==> config.mk <==
export PLATFORM = sky130hd
export DESIGN_NAME = date_difference_days
export DESIGN_NICKNAME = d
export VERILOG_FILES = /design/src/sv/dd_pkg.sv /design/src/sv/date_difference_days.sv /design/src/sv/dd_mac.sv /design/src/sv/dd_cal.sv
export SDC_FILE = /design/constraint.sdc
export NUM_CORES = 1
export LEC_CHECK = 0
export ABC_AREA = 1
export ABC_CLOCK_PERIOD_IN_PS = 20300
export BUFFER_PORTS_ARGS = -buffer_cell sky130_fd_sc_hd__buf_4
export CORE_AREA = 2 2 199 201
export CTS_BUF_LIST = sky130_fd_sc_hd__clkbuf_8
export DETAILED_ROUTE_END_ITERATION = 12
export DIE_AREA = 0 0 201 203
export PLACE_DENSITY = 0.68
export RECOVER_POWER = 25
export SETUP_SLACK_MARGIN = 0.3
export SLEW_MARGIN = 10
export SYNTH_ARGS = -nofsm -noshare
export SYNTH_HDL_FRONTEND = slang
export SYNTH_SLANG_ARGS = --single-unit
export TNS_END_PERCENT = 100
==> constraint.sdc <==
create_clock -name clk -period 20.3 [get_ports clk]
set_input_delay 2.03 -clock clk [delete_from_list [all_inputs] [get_ports clk]]
set_output_delay 2.03 -clock clk [all_outputs]
set_load 0.01 [all_outputs]
==> src/sv/dd_pkg.sv <==
// Shared types, constants and calendar tables for the date difference block.
package dd_pkg;

    localparam int YEAR_BITS_DEF = 14;
    localparam int OUT_W         = 23;
    localparam int MUL_B_W       = 13;
    localparam int OFF_W         = 9;
    localparam int RECIP_SHIFT   = 19;

    localparam logic [MUL_B_W-1:0] K_RECIP_100 = 13'd5243;
    localparam logic [MUL_B_W-1:0] K_HUNDRED   = 13'd100;
    localparam logic [MUL_B_W-1:0] K_YEAR_DAYS = 13'd365;
    localparam logic [MUL_B_W-1:0] K_ONE       = 13'd1;

    localparam logic [OUT_W-2:0] OUT_MAX_MAG = 22'd4194303;

    typedef struct packed {
        logic en;
        logic use_acc;
        logic sub;
    } mac_ctl_t;

    function automatic logic [4:0] month_len(input logic [3:0] m);
        logic [4:0] len;
        case (m)
            4'd1, 4'd3, 4'd5, 4'd7, 4'd8, 4'd10, 4'd12: len = 5'd31;
            4'd4, 4'd6, 4'd9, 4'd11:                    len = 5'd30;
            4'd2:                                       len = 5'd28;
            default:                                    len = 5'd0;
        endcase
        return len;
    endfunction

    function automatic logic [OFF_W-1:0] days_before(input logic [3:0] m);
        logic [OFF_W-1:0] n;
        case (m)
            4'd1:    n = 9'd0;
            4'd2:    n = 9'd31;
            4'd3:    n = 9'd59;
            4'd4:    n = 9'd90;
            4'd5:    n = 9'd120;
            4'd6:    n = 9'd151;
            4'd7:    n = 9'd181;
            4'd8:    n = 9'd212;
            4'd9:    n = 9'd243;
            4'd10:   n = 9'd273;
            4'd11:   n = 9'd304;
            4'd12:   n = 9'd334;
            default: n = 9'd0;
        endcase
        return n;
    endfunction

endpackage

==> src/sv/date_difference_days.sv <==
// Signed day count between two Gregorian dates, top level with sequencer.
// done rises once the sequencer has run both dates, then DIFF, ABS and OUT, after taking the start beat.
// A new start beat is taken only in idle, not while busy; start may be taken in the cycle done is high.
// One shared multiply-accumulate: seven passes per date, two for the magnitude, one output step.
// done is a single-cycle strobe; the receiver cannot stall it.
// rst_n clears the sequencer and the strobe asynchronously; data registers are not reset.
module date_difference_days #(
    parameter int YEAR_BITS = dd_pkg::YEAR_BITS_DEF
) (
    input  logic                              clk,
    input  logic                              rst_n,
    input  logic                              start,
    output logic                              busy,
    input  logic [4:0]                        first_day,
    input  logic [3:0]                        first_month,
    input  logic [YEAR_BITS-1:0]              first_year,
    input  logic [4:0]                        second_day,
    input  logic [3:0]                        second_month,
    input  logic [YEAR_BITS-1:0]              second_year,
    input  logic                              count_end_day,
    output logic                              done,
    output logic signed [dd_pkg::OUT_W-1:0]   day_difference
);
    import dd_pkg::*;

    localparam int ACC_W = YEAR_BITS + 15;
    localparam int XW    = YEAR_BITS + 1;

    typedef enum logic [10:0] {
        S_IDLE   = 11'b000_0000_0001,
        S_QUOT   = 11'b000_0000_0010,
        S_REM    = 11'b000_0000_0100,
        S_YEARS  = 11'b000_0000_1000,
        S_ADD4   = 11'b000_0001_0000,
        S_SUB100 = 11'b000_0010_0000,
        S_ADD400 = 11'b000_0100_0000,
        S_ADDOFF = 11'b000_1000_0000,
        S_DIFF   = 11'b001_0000_0000,
        S_ABS    = 11'b010_0000_0000,
        S_OUT    = 11'b100_0000_0000
    } state_t;

    state_t state_reg, state_next;
    logic   side_reg, side_next;
    logic   done_reg, done_next;

    logic [4:0]           fd_reg, sd_reg;
    logic [3:0]           fm_reg, sm_reg;
    logic [YEAR_BITS-1:0] fy_reg, sy_reg;
    logic                 end_reg;
    logic [YEAR_BITS-1:0] q_reg;
    logic [YEAR_BITS-1:0] c100_reg;
    logic [OFF_W-1:0]     off_reg;
    logic signed [ACC_W-1:0] sa_reg;
    logic                 before_reg;
    logic signed [OUT_W-1:0] diff_reg;

    logic [4:0]           cur_d;
    logic [3:0]           cur_m;
    logic [YEAR_BITS-1:0] cur_y;
    logic [XW-1:0]        x;
    logic [XW-1:0]        y_p3;
    logic [XW-1:0]        c100_p3;
    logic [YEAR_BITS-1:0] q_raw;
    logic [YEAR_BITS-1:0] cal_c100;
    logic [OFF_W-1:0]     cal_off;
    logic [OUT_W-2:0]     sat_mag;

    mac_ctl_t                mac_ctl;
    logic signed [ACC_W-1:0] mac_a;
    logic [MUL_B_W-1:0]      mac_b;
    logic signed [ACC_W-1:0] mac_add;
    logic signed [ACC_W-1:0] acc;

    assign cur_d   = side_reg ? sd_reg : fd_reg;
    assign cur_m   = side_reg ? sm_reg : fm_reg;
    assign cur_y   = side_reg ? sy_reg : fy_reg;
    assign x       = {1'b0, cur_y} + XW'(99);
    assign y_p3    = {1'b0, cur_y} + XW'(3);
    assign c100_p3 = {1'b0, c100_reg} + XW'(3);
    assign q_raw   = YEAR_BITS'(acc[ACC_W-1:RECIP_SHIFT]);
    assign sat_mag = (acc > $signed(ACC_W'(OUT_MAX_MAG))) ? OUT_MAX_MAG : acc[OUT_W-2:0];

    dd_mac #(
        .ACC_W (ACC_W)
    ) u_mac (
        .clk    (clk),
        .ctl    (mac_ctl),
        .a      (mac_a),
        .b      (mac_b),
        .addend (mac_add),
        .acc    (acc)
    );

    dd_cal #(
        .YEAR_BITS (YEAR_BITS),
        .ACC_W     (ACC_W)
    ) u_cal (
        .year      (cur_y),
        .month_raw (cur_m),
        .day_raw   (cur_d),
        .rem       (acc),
        .q         (q_reg),
        .c100      (cal_c100),
        .offset    (cal_off)
    );

    always_comb
    begin
        state_next = state_reg;
        side_next  = side_reg;
        done_next  = 1'b0;
        mac_ctl    = '0;
        mac_a      = '0;
        mac_b      = K_ONE;
        mac_add    = '0;
        case (state_reg)
            S_IDLE:
            begin
                if (start)
                begin
                    side_next  = 1'b0;
                    state_next = S_QUOT;
                end
            end
            S_QUOT:
            begin
                mac_ctl.en = 1'b1;
                mac_a      = $signed(ACC_W'(x));
                mac_b      = K_RECIP_100;
                state_next = S_REM;
            end
            S_REM:
            begin
                mac_ctl.en  = 1'b1;
                mac_ctl.sub = 1'b1;
                mac_a       = $signed(ACC_W'(q_raw));
                mac_b       = K_HUNDRED;
                mac_add     = $signed(ACC_W'(x));
                state_next  = S_YEARS;
            end
            S_YEARS:
            begin
                mac_ctl.en = 1'b1;
                mac_a      = $signed(ACC_W'(cur_y));
                mac_b      = K_YEAR_DAYS;
                state_next = S_ADD4;
            end
            S_ADD4:
            begin
                mac_ctl.en      = 1'b1;
                mac_ctl.use_acc = 1'b1;
                mac_a           = $signed(ACC_W'(y_p3[XW-1:2]));
                state_next      = S_SUB100;
            end
            S_SUB100:
            begin
                mac_ctl.en      = 1'b1;
                mac_ctl.use_acc = 1'b1;
                mac_ctl.sub     = 1'b1;
                mac_a           = $signed(ACC_W'(c100_reg));
                state_next      = S_ADD400;
            end
            S_ADD400:
            begin
                mac_ctl.en      = 1'b1;
                mac_ctl.use_acc = 1'b1;
                mac_a           = $signed(ACC_W'(c100_p3[XW-1:2]));
                state_next      = S_ADDOFF;
            end
            S_ADDOFF:
            begin
                mac_ctl.en      = 1'b1;
                mac_ctl.use_acc = 1'b1;
                mac_a           = $signed(ACC_W'(off_reg));
                if (side_reg)
                begin
                    state_next = S_DIFF;
                end
                else
                begin
                    side_next  = 1'b1;
                    state_next = S_QUOT;
                end
            end
            S_DIFF:
            begin
                mac_ctl.en  = 1'b1;
                mac_ctl.sub = 1'b1;
                mac_a       = acc;
                mac_add     = sa_reg;
                state_next  = S_ABS;
            end
            S_ABS:
            begin
                mac_ctl.en  = 1'b1;
                mac_ctl.sub = acc[ACC_W-1];
                mac_a       = acc;
                mac_add     = $signed(ACC_W'(end_reg));
                state_next  = S_OUT;
            end
            S_OUT:
            begin
                done_next  = 1'b1;
                state_next = S_IDLE;
            end
            default:
            begin
                state_next = S_IDLE;
            end
        endcase
    end

    always_ff @(posedge clk or negedge rst_n)
    begin
        if (!rst_n)
        begin
            state_reg <= S_IDLE;
            side_reg  <= 1'b0;
            done_reg  <= 1'b0;
        end
        else
        begin
            state_reg <= state_next;
            side_reg  <= side_next;
            done_reg  <= done_next;
        end
    end

    always_ff @(posedge clk)
    begin
        if ((state_reg == S_IDLE) && start)
        begin
            fd_reg  <= first_day;
            fm_reg  <= first_month;
            fy_reg  <= first_year;
            sd_reg  <= second_day;
            sm_reg  <= second_month;
            sy_reg  <= second_year;
            end_reg <= count_end_day;
        end
        if (state_reg == S_REM)
        begin
            q_reg <= q_raw;
        end
        if (state_reg == S_YEARS)
        begin
            c100_reg <= cal_c100;
            off_reg  <= cal_off;
        end
        if ((state_reg == S_QUOT) && side_reg)
        begin
            sa_reg <= acc;
        end
        if (state_reg == S_ABS)
        begin
            before_reg <= acc[ACC_W-1];
        end
        if (state_reg == S_OUT)
        begin
            diff_reg <= before_reg ? $signed({1'b0, sat_mag}) : -$signed({1'b0, sat_mag});
        end
    end

    assign busy           = (state_reg != S_IDLE);
    assign done           = done_reg;
    assign day_difference = diff_reg;

    a_accept_busy: assert property (@(posedge clk) disable iff (!rst_n)
        (start && !busy) |=> busy)
        else $error("start beat taken but sequencer did not leave idle");

    a_done_after_out: assert property (@(posedge clk) disable iff (!rst_n)
        done |-> $past(state_reg == S_OUT))
        else $error("done strobe without a final step");

    a_done_idle: assert property (@(posedge clk) disable iff (!rst_n)
        done |-> !busy)
        else $error("done strobe while still busy");

    a_sign: assert property (@(posedge clk) disable iff (!rst_n)
        done |-> (((day_difference[OUT_W-1] == 1'b0) && (day_difference != '0)) == before_reg))
        else $error("result sign disagrees with date order");

endmodule

==> src/sv/dd_mac.sv <==
// Shared multiply-accumulate unit stepped by the sequencer.
module dd_mac #(
    parameter int ACC_W = 29
) (
    input  logic                          clk,
    input  dd_pkg::mac_ctl_t              ctl,
    input  logic signed [ACC_W-1:0]       a,
    input  logic [dd_pkg::MUL_B_W-1:0]    b,
    input  logic signed [ACC_W-1:0]       addend,
    output logic signed [ACC_W-1:0]       acc
);
    import dd_pkg::*;

    logic signed [ACC_W+MUL_B_W:0] prod_full;
    logic signed [ACC_W-1:0]       term;
    logic signed [ACC_W-1:0]       base;
    logic signed [ACC_W-1:0]       acc_reg;
    logic signed [ACC_W-1:0]       acc_next;

    assign prod_full = a * $signed({1'b0, b});
    assign term      = prod_full[ACC_W-1:0];
    assign base      = ctl.use_acc ? acc_reg : addend;
    assign acc_next  = ctl.sub ? (base - term) : (base + term);

    always_ff @(posedge clk)
    begin
        if (ctl.en)
        begin
            acc_reg <= acc_next;
        end
    end

    assign acc = acc_reg;

endmodule

==> src/sv/dd_cal.sv <==
// Calendar corrections: century quotient fix-up, leap rule, clamping, day-of-year offset.
module dd_cal #(
    parameter int YEAR_BITS = 14,
    parameter int ACC_W     = 29
) (
    input  logic [YEAR_BITS-1:0]           year,
    input  logic [3:0]                     month_raw,
    input  logic [4:0]                     day_raw,
    input  logic signed [ACC_W-1:0]        rem,
    input  logic [YEAR_BITS-1:0]           q,
    output logic [YEAR_BITS-1:0]           c100,
    output logic [dd_pkg::OFF_W-1:0]       offset
);
    import dd_pkg::*;

    logic             rem_neg;
    logic [7:0]       rem_fix;
    logic             div100;
    logic             div400;
    logic             leap;
    logic [3:0]       month;
    logic [4:0]       mlen;
    logic [4:0]       day;
    logic [OFF_W-1:0] leap_add;

    always_comb
    begin
        rem_neg = rem[ACC_W-1];
        rem_fix = rem_neg ? (rem[7:0] + 8'd100) : rem[7:0];
        div100  = (rem_fix == 8'd99);
        c100    = rem_neg ? (q - YEAR_BITS'(1)) : q;
        div400  = div100 && (c100[1:0] == 2'd0);
        leap    = ((year[1:0] == 2'd0) && !div100) || div400;

        if (month_raw == 4'd0)
        begin
            month = 4'd1;
        end
        else if (month_raw > 4'd12)
        begin
            month = 4'd12;
        end
        else
        begin
            month = month_raw;
        end

        mlen = ((month == 4'd2) && leap) ? 5'd29 : month_len(month);

        if (day_raw == 5'd0)
        begin
            day = 5'd1;
        end
        else if (day_raw > mlen)
        begin
            day = mlen;
        end
        else
        begin
            day = day_raw;
        end

        leap_add = ((month > 4'd2) && leap) ? OFF_W'(1) : OFF_W'(0);
        offset   = days_before(month) + leap_add + OFF_W'(day) - OFF_W'(1);
    end

endmodule

==> flow_metrics.env <==
export IMPL_cpMostUsedCell="nand2_1"
export IMPL_whs_endpoint="sa_reg[10]$_DFFE_PP_"
export IMPL_synth_top_family_by_area="adder cells"
export IMPL_met2_usage=0.4970
export IMPL_post_drt_wl_per_cell_um=18.24
export IMPL_rows=72
export IMPL_finalSetupViolCount=0
export IMPL_max_slew_margin=0.2064
export IMPL_holdCritStartpoint="u_mac.acc[10]$_DFFE_PP_"
export IMPL_area_growth_pct=8.895
export IMPL_grtUsageMet3=0.04543
export IMPL_async_reset_ff_frac=0.07558
export IMPL_hold_path_class="reg2reg"
export IMPL_fin_crit_ns=11.03
export IMPL_fillers=3710
export IMPL_htree_levels=4
export IMPL_max_freq_mhz=90.63
export IMPL_synth_distinct_cells=64
export IMPL_cts_hold_buf=0
export IMPL_r2r_setup_slack_ns=9.27
export IMPL_core_area_mm2=0.03847
export IMPL_n_antenna_cell=0
export IMPL_synth_area_mm2=0.01989
export IMPL_crit_slowest_cell="nand2_1"
export IMPL_slowest_delay_ns=0.64
export IMPL_cts_buffers=17
export IMPL_clkSinkCount=172
export IMPL_grt_pass1_wl_um=94900
export IMPL_required_ns=20.55
export IMPL_outcome="finished clean"
export IMPL_multi_input_area_mm2=0.01282
export IMPL_r2r_end="u_mac.acc[25]$_DFFE_PP_"
export IMPL_cts_tree="done"
export IMPL_reg2reg_from="state_reg[8]$_DFFE_PN0P_"
export IMPL_dp_hpwl_um=50800
export IMPL_drt_first_iter_violations=1737
export IMPL_clk_latency_ns=0.50
export IMPL_drive_above_1_share=0.06435
export IMPL_worst_pin_slew_ns=1.190
export IMPL_post_route_period_util=0.5436
export IMPL_io_buffers=74
export IMPL_num_vias=17170
export IMPL_synth_mux_area_frac=0.002516
export IMPL_rsz0062_at_grt="false"
export IMPL_synth_simple_gate_area_frac=0.2457
export IMPL_fin_skew_ns=0.02390
export IMPL_regArea_mm2=0.005101
export IMPL_grt_pass1_vias=16990
export IMPL_slew_violations=0
export IMPL_drv_cap=0
export IMPL_synth_ff_type="edfxtp_1"
export IMPL_critPathKind="reg2reg"
export IMPL_initial_core_util=0.5171
export IMPL_reg2reg_depth=42
export IMPL_drtAntennaViolNets=0
export IMPL_synth_compound_area_share=0.07486
export IMPL_crit_path_end_kind="register"
export IMPL_startpoint_type="register"
export IMPL_routed_wl_um=59330
export IMPL_antenna_found_initial=1
export IMPL_nets=3104
export IMPL_grt_use_total=0.3038
export IMPL_netlist_instances=2573
export IMPL_ys_seq_elements=172
export IMPL_cts_resized_gates=0
export IMPL_ys_warn_count=0
export IMPL_drtPass1Iterations=8
export IMPL_cts_setup_buffers=0
export IMPL_fp_dieH_um=203
export IMPL_drcViolationCount=0
export IMPL_io_pins=75
export IMPL_grt_max_degree=49
export IMPL_clk_path_buf_depth=2
export IMPL_timing_critical_path_buf_inv=4
export IMPL_synthXorXnorAreaFrac=0.03913
export IMPL_cts_clk_slew_worst_paths_ns=0.11
export IMPL_busiest_layer="met2"
export IMPL_die_w_um=201
export IMPL_ys_seq_area_frac=0.2565
export IMPL_cp_num_cells=42
export IMPL_die_area_mm2=0.04080
export IMPL_layout_common_cells="nand2_1, inv_1, nor2_1"
export IMPL_synth_edf_count=159
export IMPL_cp_arrival_ns=11.29
export IMPL_final_common_cell="nand2_1"
export IMPL_path_max_fanout=18
export IMPL_viasPerCell=5.277
export IMPL_gp_congestion=0.9897
export IMPL_root_buffer="clkbuf_8"
export IMPL_min_delay_path_depth=0
export IMPL_grt_overflow_total=0
export IMPL_hold_viol_final=0
export IMPL_syn_area_per_cell_um2=7.730
export IMPL_synthAdderAreaFrac=0.2707
export IMPL_grt_util_met1=0.4120
export IMPL_tns_ns=0
export IMPL_path_delay_family="simple AND/OR/NAND/NOR gates"
-- layout make-up --
type                    count  share of cell area
flip-flops and latches    172              0.2355
clock inverters            15            0.006759
well taps                 518             0.02992
repair buffers             86             0.02929
inverters                 551             0.09572
multi-input cells        1894              0.5920
clock buffers              17             0.01080
-- per-layer routing --
metal  part of all wire  wire [µm]  vias to the layer above
met5            0.00013          8                        -
met4              0.035       2101                        2
met3              0.068       4048                       98
li1                   -          -                     8334
met1               0.44      26240                     8135
met2               0.45      26940                      596
-- Yosys cell counts (5+ instances only) --
master,instances,area share
nand2_1,664,0.13
inv_1,540,0.10
nor2_1,223,0.042
ha_1,168,0.11
fa_1,164,0.17
edfxtp_1,159,0.24
nand3_1,118,0.030
o21ai_0,91,0.023
a21oi_1,70,0.018
xor2_1,63,0.028
nand4_1,48,0.015
xnor2_1,24,0.011
nor3_1,21,0.0053
clkbuf_1,15,0.0028
nand2_2,13,0.0041
o211ai_1,13,0.0049
dfrtp_1,12,0.015
o221ai_1,12,0.0053
nor2_2,11,0.0035
or2_2,11,0.0035
o21bai_1,9,0.0034
a21o_1,8,0.0030
and2_1,8,0.0025
nand3b_1,8,0.0030
nor2_4,7,0.0040
o21ai_1,7,0.0018
o21ai_2,7,0.0031
a211oi_1,6,0.0023
inv_2,6,0.0011
nor4_1,6,0.0019
buf_2,5,0.0013
mux2i_1,5,0.0025
-- stage by stage --
step	instance area, µm²	worst slack (ns)	hold WS [ns]	instances	util
2_1_floorplan	20150	11.77	0.4450	2642	-
3_3_place_gp	21340	9.682	0.4633	3221	0.5548
3_5_place_dp	21340	9.752	0.4626	3221	0.5548
4_1_cts	21720	9.706	0.4871	3253	0.5647
5_1_grt	21660	8.526	0.5187	3253	0.5631
6_report	21660	9.266	0.4872	3253	0.5631
-- cell families (layout without fill, tap and decap cells) --
family,after synthesis,after routing
AND/OR/NAND/NOR,1151,1151
XOR/XNOR,88,88
multiplexers,5,5
other,2,71
flip-flops,172,172
buffers and inverters,576,669
adder cells (fa/ha/maj),332,332
AO/OA/AOI/OAI,247,247
-- worst max path at each step --
stage	start	to	slack, ns
5_1_grt	state_reg[8]$_DFFE_PN0P_	u_mac.acc[25]$_DFFE_PP_	8.53
4_1_cts	side_reg$_DFFE_PN0P_	u_mac.acc[25]$_DFFE_PP_	9.71
2_1_floorplan	state_reg[10]$_DFFE_PN0P_	u_mac.acc[25]$_DFFE_PP_	11.77
6_report	state_reg[8]$_DFFE_PN0P_	u_mac.acc[25]$_DFFE_PP_	9.27
3_3_place_gp	side_reg$_DFFE_PN0P_	u_mac.acc[25]$_DFFE_PP_	9.68
3_5_place_dp	side_reg$_DFFE_PN0P_	u_mac.acc[25]$_DFFE_PP_	9.75
Power is not shown: default switching activity piles up to over one toggle a cycle in this logic, so the estimate is an artifact.
